`src/hw/rtl/sia_pkg.sv`:
```
`timescale 1ns / 1ps
// ----------------------------------------------------------------------------
// sia_pkg
// Shared types and constants for the sorted insert array unit.
// ----------------------------------------------------------------------------
package sia_pkg;

   // Storage geometry
   localparam int DEPTH  = 64;
   localparam int ADDR_W = $clog2(DEPTH);
   localparam int CNT_W  = $clog2(DEPTH + 1);
   localparam int KEY_W  = 32;

   // Action codes
   localparam logic [1:0] ACT_INSERT = 2'd0;
   localparam logic [1:0] ACT_LOOKUP = 2'd1;
   localparam logic [1:0] ACT_REMOVE = 2'd2;

   // Status codes
   localparam logic [1:0] ST_OK    = 2'd0;
   localparam logic [1:0] ST_FULL  = 2'd1;
   localparam logic [1:0] ST_RANGE = 2'd2;

   // Limit after reset
   localparam logic [6:0] LIMIT_RESET = 7'd64;

   // Request transaction
   typedef struct packed {
      logic [1:0]  action;
      logic [31:0] key_value;
      logic [5:0]  position;
   } req_type;

   // Response transaction
   typedef struct packed {
      logic [31:0] read_value;
      logic [5:0]  placed_at;
      logic [6:0]  entry_count;
      logic [1:0]  status;
   } rsp_type;

endpackage

```
`src/hw/rtl/sia_ram.sv`:
```
`timescale 1ns / 1ps
// ----------------------------------------------------------------------------
// sia_ram
// Generic simple dual-port RAM: one write port, one read port, registered read.
// ----------------------------------------------------------------------------
module sia_ram #(
   parameter int WIDTH = 32,
   parameter int DEPTH = 64
) (
   input  logic                     clock,
   input  logic                     wr_en,
   input  logic [$clog2(DEPTH)-1:0] wr_addr,
   input  logic [WIDTH-1:0]         wr_data,
   input  logic [$clog2(DEPTH)-1:0] rd_addr,
   output logic [WIDTH-1:0]         rd_data
);

   logic [WIDTH-1:0] mem [DEPTH];
   logic [WIDTH-1:0] rd_data_ff;

   // Write port and registered read port
   always_ff @(posedge clock) begin
      if (wr_en) begin
         mem[wr_addr] <= wr_data;
      end
      rd_data_ff <= mem[rd_addr];
   end

   assign rd_data = rd_data_ff;

endmodule

```
`src/hw/rtl/sorted_insert_array_unit.sv`:
```
`timescale 1ns / 1ps
// Sequence: lookup reads the addressed entry and then responds; insert scans down from the
//   top, moving each stored key not less than the new key up one slot, then writes the key;
//   remove pulls each key above the removed index down one slot; rejects and no-ops respond.
// Throughput: one transaction at a time, one key moved per RAM read/write; a new
//   request is taken while the previous response still waits in the output register.
// Reset: synchronous; clears the key count, sets the limit to 64; keys are not cleared.
// ----------------------------------------------------------------------------
// sorted_insert_array_unit
// Sorted key store in one RAM: insert with shift-up, lookup, remove with
// shift-down, one key moved per cycle.
// ----------------------------------------------------------------------------
module sorted_insert_array_unit
   import sia_pkg::*;
(
   input  logic       clock,
   input  logic       reset,
   input  logic       req_valid,
   output logic       req_stall,
   input  req_type    req_data,
   output logic       rsp_valid,
   input  logic       rsp_stall,
   output rsp_type    rsp_data,
   input  logic       csr_write_enable,
   input  logic [6:0] csr_write_data
);

   typedef enum logic [5:0] {
      S_IDLE = 6'b000001,
      S_CHK  = 6'b000010,
      S_WKEY = 6'b000100,
      S_LKP  = 6'b001000,
      S_MOV  = 6'b010000,
      S_DONE = 6'b100000
   } state_type;

   state_type          state_ff, state_in;
   logic [ADDR_W-1:0]  idx_ff, idx_in;
   logic [CNT_W-1:0]   count_ff, count_in;
   logic [6:0]         limit_ff;
   logic [KEY_W-1:0]   key_ff, key_in;
   logic [KEY_W-1:0]   res_value_ff, res_value_in;
   logic [5:0]         res_placed_ff, res_placed_in;
   logic [CNT_W-1:0]   res_count_ff, res_count_in;
   logic [1:0]         res_status_ff, res_status_in;
   logic               rsp_valid_ff, rsp_valid_in;
   rsp_type            rsp_data_ff, rsp_data_in;

   logic               req_accept;
   logic [CNT_W-1:0]   eff_limit;
   logic [CNT_W-1:0]   pos_ext;
   logic [CNT_W-1:0]   cnt_m1;
   logic               wr_en;
   logic [ADDR_W-1:0]  wr_addr;
   logic [KEY_W-1:0]   wr_data;
   logic [ADDR_W-1:0]  rd_addr;
   logic [KEY_W-1:0]   rd_data;

   sia_ram #(
      .WIDTH (KEY_W),
      .DEPTH (DEPTH)
   ) u_ram (
      .clock   (clock),
      .wr_en   (wr_en),
      .wr_addr (wr_addr),
      .wr_data (wr_data),
      .rd_addr (rd_addr),
      .rd_data (rd_data)
   );

   assign req_stall  = (state_ff != S_IDLE);
   assign req_accept = req_valid && !req_stall;
   assign pos_ext    = CNT_W'(req_data.position);
   assign cnt_m1     = count_ff - CNT_W'(1);

   // Limit above the storage depth acts as the depth
   always_comb begin
      if (CNT_W'(limit_ff) > CNT_W'(DEPTH)) begin
         eff_limit = CNT_W'(DEPTH);
      end else begin
         eff_limit = CNT_W'(limit_ff);
      end
   end

   // Sequencer: start, scan/shift and completion
   always_comb begin
      state_in      = state_ff;
      idx_in        = idx_ff;
      count_in      = count_ff;
      key_in        = key_ff;
      res_value_in  = res_value_ff;
      res_placed_in = res_placed_ff;
      res_count_in  = res_count_ff;
      res_status_in = res_status_ff;
      rsp_valid_in  = rsp_valid_ff && rsp_stall;
      rsp_data_in   = rsp_data_ff;
      wr_en         = 1'b0;
      wr_addr       = idx_ff;
      wr_data       = rd_data;
      rd_addr       = idx_ff;

      case (state_ff)
         S_IDLE: begin
            if (req_accept) begin
               key_in        = req_data.key_value;
               res_value_in  = '0;
               res_placed_in = '0;
               res_count_in  = count_ff;
               res_status_in = ST_OK;
               state_in      = S_DONE;
               case (req_data.action)
                  ACT_INSERT: begin
                     if (count_ff >= eff_limit) begin
                        res_status_in = ST_FULL;
                     end else begin
                        res_count_in = count_ff + CNT_W'(1);
                        if (count_ff == '0) begin
                           idx_in   = '0;
                           state_in = S_WKEY;
                        end else begin
                           // scan down from the top entry
                           idx_in   = ADDR_W'(cnt_m1);
                           rd_addr  = ADDR_W'(cnt_m1);
                           state_in = S_CHK;
                        end
                     end
                  end
                  ACT_LOOKUP: begin
                     if (pos_ext >= count_ff) begin
                        res_status_in = ST_RANGE;
                     end else begin
                        rd_addr  = ADDR_W'(req_data.position);
                        state_in = S_LKP;
                     end
                  end
                  ACT_REMOVE: begin
                     if (pos_ext >= count_ff) begin
                        res_status_in = ST_RANGE;
                     end else begin
                        res_count_in = cnt_m1;
                        if (pos_ext != cnt_m1) begin
                           idx_in   = ADDR_W'(req_data.position);
                           rd_addr  = ADDR_W'(pos_ext + CNT_W'(1));
                           state_in = S_MOV;
                        end
                     end
                  end
                  default: begin
                  end
               endcase
            end
         end

         S_CHK: begin
            if (!(rd_data < key_ff)) begin
               // entry not less than key: move it up one slot
               wr_en   = 1'b1;
               wr_addr = idx_ff + ADDR_W'(1);
               wr_data = rd_data;
               if (idx_ff == '0) begin
                  state_in = S_WKEY;
               end else begin
                  idx_in  = idx_ff - ADDR_W'(1);
                  rd_addr = idx_ff - ADDR_W'(1);
               end
            end else begin
               idx_in   = idx_ff + ADDR_W'(1);
               state_in = S_WKEY;
            end
         end

         S_WKEY: begin
            wr_en         = 1'b1;
            wr_addr       = idx_ff;
            wr_data       = key_ff;
            res_placed_in = 6'(idx_ff);
            state_in      = S_DONE;
         end

         S_LKP: begin
            res_value_in = rd_data;
            state_in     = S_DONE;
         end

         S_MOV: begin
            // pull the next key down into the hole
            wr_en   = 1'b1;
            wr_addr = idx_ff;
            wr_data = rd_data;
            if (CNT_W'(idx_ff) + CNT_W'(2) == count_ff) begin
               state_in = S_DONE;
            end else begin
               idx_in  = idx_ff + ADDR_W'(1);
               rd_addr = idx_ff + ADDR_W'(2);
            end
         end

         S_DONE: begin
            if (!rsp_valid_ff || !rsp_stall) begin
               rsp_valid_in            = 1'b1;
               rsp_data_in.read_value  = res_value_ff;
               rsp_data_in.placed_at   = res_placed_ff;
               rsp_data_in.entry_count = 7'(res_count_ff);
               rsp_data_in.status      = res_status_ff;
               count_in                = res_count_ff;
               state_in                = S_IDLE;
            end
         end

         default: begin
            state_in = S_IDLE;
         end
      endcase
   end

   // Control registers
   always_ff @(posedge clock) begin
      if (reset) begin
         state_ff     <= S_IDLE;
         count_ff     <= '0;
         limit_ff     <= LIMIT_RESET;
         rsp_valid_ff <= 1'b0;
      end else begin
         state_ff     <= state_in;
         count_ff     <= count_in;
         rsp_valid_ff <= rsp_valid_in;
         if (csr_write_enable) begin
            limit_ff <= csr_write_data;
         end
      end
   end

   // Payload registers
   always_ff @(posedge clock) begin
      idx_ff        <= idx_in;
      key_ff        <= key_in;
      res_value_ff  <= res_value_in;
      res_placed_ff <= res_placed_in;
      res_count_ff  <= res_count_in;
      res_status_ff <= res_status_in;
      rsp_data_ff   <= rsp_data_in;
   end

   assign rsp_valid = rsp_valid_ff;
   assign rsp_data  = rsp_data_ff;

endmodule

```
`config.mk`:
```
export PLATFORM = sky130hd
export DESIGN_NAME = sorted_insert_array_unit
export DESIGN_NICKNAME = d
export VERILOG_FILES = /design/src/hw/rtl/sia_pkg.sv /design/src/hw/rtl/sia_ram.sv /design/src/hw/rtl/sorted_insert_array_unit.sv
export SDC_FILE = /design/constraint.sdc
export NUM_CORES = 2
export LEC_CHECK = 0
export BUFFER_PORTS_ARGS = -buffer_cell sky130_fd_sc_hd__buf_2
export CORE_MARGIN = 3
export CORE_UTILIZATION = 25
export DETAILED_ROUTE_END_ITERATION = 6
export GPL_ROUTABILITY_DRIVEN = 1
export PLACE_DENSITY = 0.45
export SYNTH_ARGS = -nofsm -noshare
export SYNTH_HDL_FRONTEND = slang
export SYNTH_SLANG_ARGS = --single-unit
```
`constraint.sdc`:
```
create_clock -name clock -period 6.7 [get_ports clock]
set_clock_uncertainty 0.05 [all_clocks]
set_input_delay 2.01 -clock clock [delete_from_list [all_inputs] [get_ports clock]]
set_output_delay 2.01 -clock clock [all_outputs]
set_load 0.1 [all_outputs]
```
==> out/metrics.cfg <==
[worst_setup_path]
required_ps=7430
max_stage_delay_ps=580
crit_path_start_kind=input port
cp.arrival_ps=6820
criticalPathCategory=in2reg
critPathSlowestCell=o211ai_1
critPathMaxFanout=16
cp_cell_sequence=buf_2 -> inv_1 -> ha_1 -> nor2b_1 -> o21ai_0 -> a21oi_1 -> and2_1 -> and4_1 -> a2111oi_0 -> buf_4 -> and3_4 -> buf_12 -> buf_12 -> mux4_2 -> o211ai_1 -> nand4_1 -> buf_4 -> a221o_1
endpoint_kind=flip-flop

[power_and_ir_drop]
p_sw_frac=0.3262
power_leakage_nw=33.63
pwr-share-seq=0.411
powerDensity_nw_per_um2=414.6
finalPower_w=0.04346
comb_power_share=0.299
clkPwrFrac=0.290
p_sw_w=0.01417
peakVddDrop_v=0.0002546
internal_power_w=0.02928

[die]
core_um2=347000
io_pins=101
fp-row-count=216
dieArea_um2=356800
die_h_um=597.3
die_w_um=597.3
start_util=0.2519

[cts]
postCtsResizedCells=0
post_cts_buffers=0
h-tree-depth=4
clock-sinks=2233
clock_path_buffers=4
clockRootBuffer=clkbuf_16
clk_pin_slew_ps=60
ctsHoldBuffers=0
insertion_delay_ps=890
cts_made_buffers=226
cts_tree=built

[sta]
hold_viol=0
period_needed_ps=6092
rsz0062_at_grt=no
fmax_mhz=164.1
setup_viol=0
setup_tns_ps=0
post-route-period-util=0.9093
tightest_slew_ps=1209
slew_headroom=0.1940
maxSlewViolCount=0

[yosys]
synth_compound_area_frac=0.05362
synth_enable_flop_cells=2180
seq_area_frac_synth=0.7611
yosysTopAreaCell=edfxtp_1
synthAdderAreaFrac=0.008159
yosysTopAreaCellShare=0.7489
netlist_instances=4519
yosys_warnings=0
synth-simple-area-share=0.03620
synth_nets=4628
ys_ff_latch=2233
synth_xor_area_frac=0.002806
yosysUniqueCellTypes=79
netlist_top_cells_area=edfxtp_1 (75%), mux4_2 (10%), nand2_1 (1.7%)
avgSynthCellArea_um2=19.34
async_flop_share=0
syn_area_um2=87410
synth_top_family_by_area=multiplexers
synth_flop_cell=edfxtp_1
synthMuxAreaShare=0.1198

[placed_design]
gp_congestion=0.7836
io_buffers=100
place_hpwl_mm=156.0

[job]
cap_violations=0

[route]
detail_route.wl_per_cell_um=27.60
drtIter0Drc=4592
ant_nets=0
drcViolationCount=1
num_vias=46486
vias_per_cell=4.760
drt-pass1-iter-count=7
drt_wl_total_mm=269.5

[global_routing]
grt_remaining_overflow=0
grt_max_degree=68
antenna_found_initial=12
grt_pass1_wl_mm=378.1
grt_pass1_vias=46967
track_usage=0.1479

[hold_path]
hold_class=reg2reg

[finish]
finalNetCount=5107
area_growth_pct=19.91
drive_gt1_frac=0.2696

[status]
violations=design-rule violations
status=complete, but fails checks

-- worst max-delay path: cells and delay by family --
kind / cells / cell delay, ps
adders and majority gates: 1 / 300
buffers and inverters: 6 / 1140
muxes: 1 / 530
AOI/OAI and AO/OA: 5 / 1630
and+or+nand+nor: 5 / 1150
-- cell usage after synthesis, drive strengths merged, types with 39 or more instances --
master / instances
a21o: 39
a21oi: 48
a22oi: 73
a32oi: 125
and2: 43
buf: 150
clkbuf: 116
dfxtp: 53
edfxtp: 2180
ha: 57
inv: 54
mux2i: 135
mux4: 388
nand2: 386
nand4: 50
nor2: 116
o211ai: 134
o21ai: 66
-- cell usage in the layout (no fill, tap or decap), types with 94 or more instances in the layout --
master	instances
o211ai_1	133
buf_12	94
buf_2	100
mux4_2	388
buf_4	324
edfxtp_1	2180
a32oi_1	125
clkbuf_16	230
mux2i_1	135
nand2_1	386
-- path summary, 6_finish.rpt --
path / end / slack, ps / from / cells after the start
worst max-delay path: u_ram.rd_data[18] / 610 / req_data[0] / 18
worst min-delay path: rsp_data[46] / 360 / res_value_ff[31] / 0
worst max register to register: u_ram.rd_data[18] / 710 / count_ff[1] / 18
worst min register to register: rsp_data[46] / 360 / res_value_ff[31] / 0
-- flip-flops by register name, summed over array words and instances (netlist names), 6 cells and up --
signal / count
count_ff: 7
idx_ff: 6
key_ff: 32
limit_ff: 7
res_count_ff: 7
res_placed_ff: 6
res_value_ff: 32
rsp_data: 47
state_ff: 6
u_ram.mem: 2048
u_ram.rd_data: 32
-- power by group through the flow --
stage	Sequential, W	Clock, W	Combinational [W]
floorplan	0.0183	0	0.00631
global placement	0.0181	0	0.0131
detailed placement	0.0181	0	0.0132
CTS	0.0178	0.0129	0.0132
global route	0.0179	0.0134	0.0138
finish	0.0179	0.0126	0.0130
-- metal layers --
metal | up-vias | track usage | share of wire
met4 | 2 | 0.03707 | 0.024
li1 | 19572 | - | -
met2 | 1366 | 0.2421 | 0.48
met5 | - | 0 | 0.000059
met1 | 25234 | 0.2070 | 0.45
met3 | 312 | 0.01969 | 0.052
-- stage by stage --
stage | setup WS [ps] | utilization | cell area (um2) | hold slack, ps | std cells
6_report | 607.6 | 0.3020 | 104800 | 364.2 | 9765
5_1_grt | 280.0 | 0.3020 | 104800 | 372.8 | 9761
4_1_cts | 602.7 | 0.3020 | 104800 | 368.7 | 9760
3_5_place_dp | -345.2 | 0.2810 | 97500 | 355.2 | 9348
3_3_place_gp | -346.7 | 0.2810 | 97500 | 352.9 | 9348
2_1_floorplan | 878.4 | - | 87410 | 350.3 | 4519
-- final cells by class --
cell class	count	area [um2]
diodes	5	12.51
multi-input cells	1961	20210
clock buffers	280	6053
inverters	58	217.7
fillers	33847	242200
repair buffers	518	4815
clock inverters	132	1245
well taps	4578	5728
flip-flops and latches	2233	66520
-- kinds of logic after synthesis --
family                   Yosys count
buffers and inverters            325
AND/OR/NAND/NOR                  701
AO/OA/AOI/OAI                    618
XOR/XNOR                          28
multiplexers                     557
adder cells (fa/ha/maj)           57
flip-flops                      2233
Note: power is estimated with default switching activity, not from simulation.
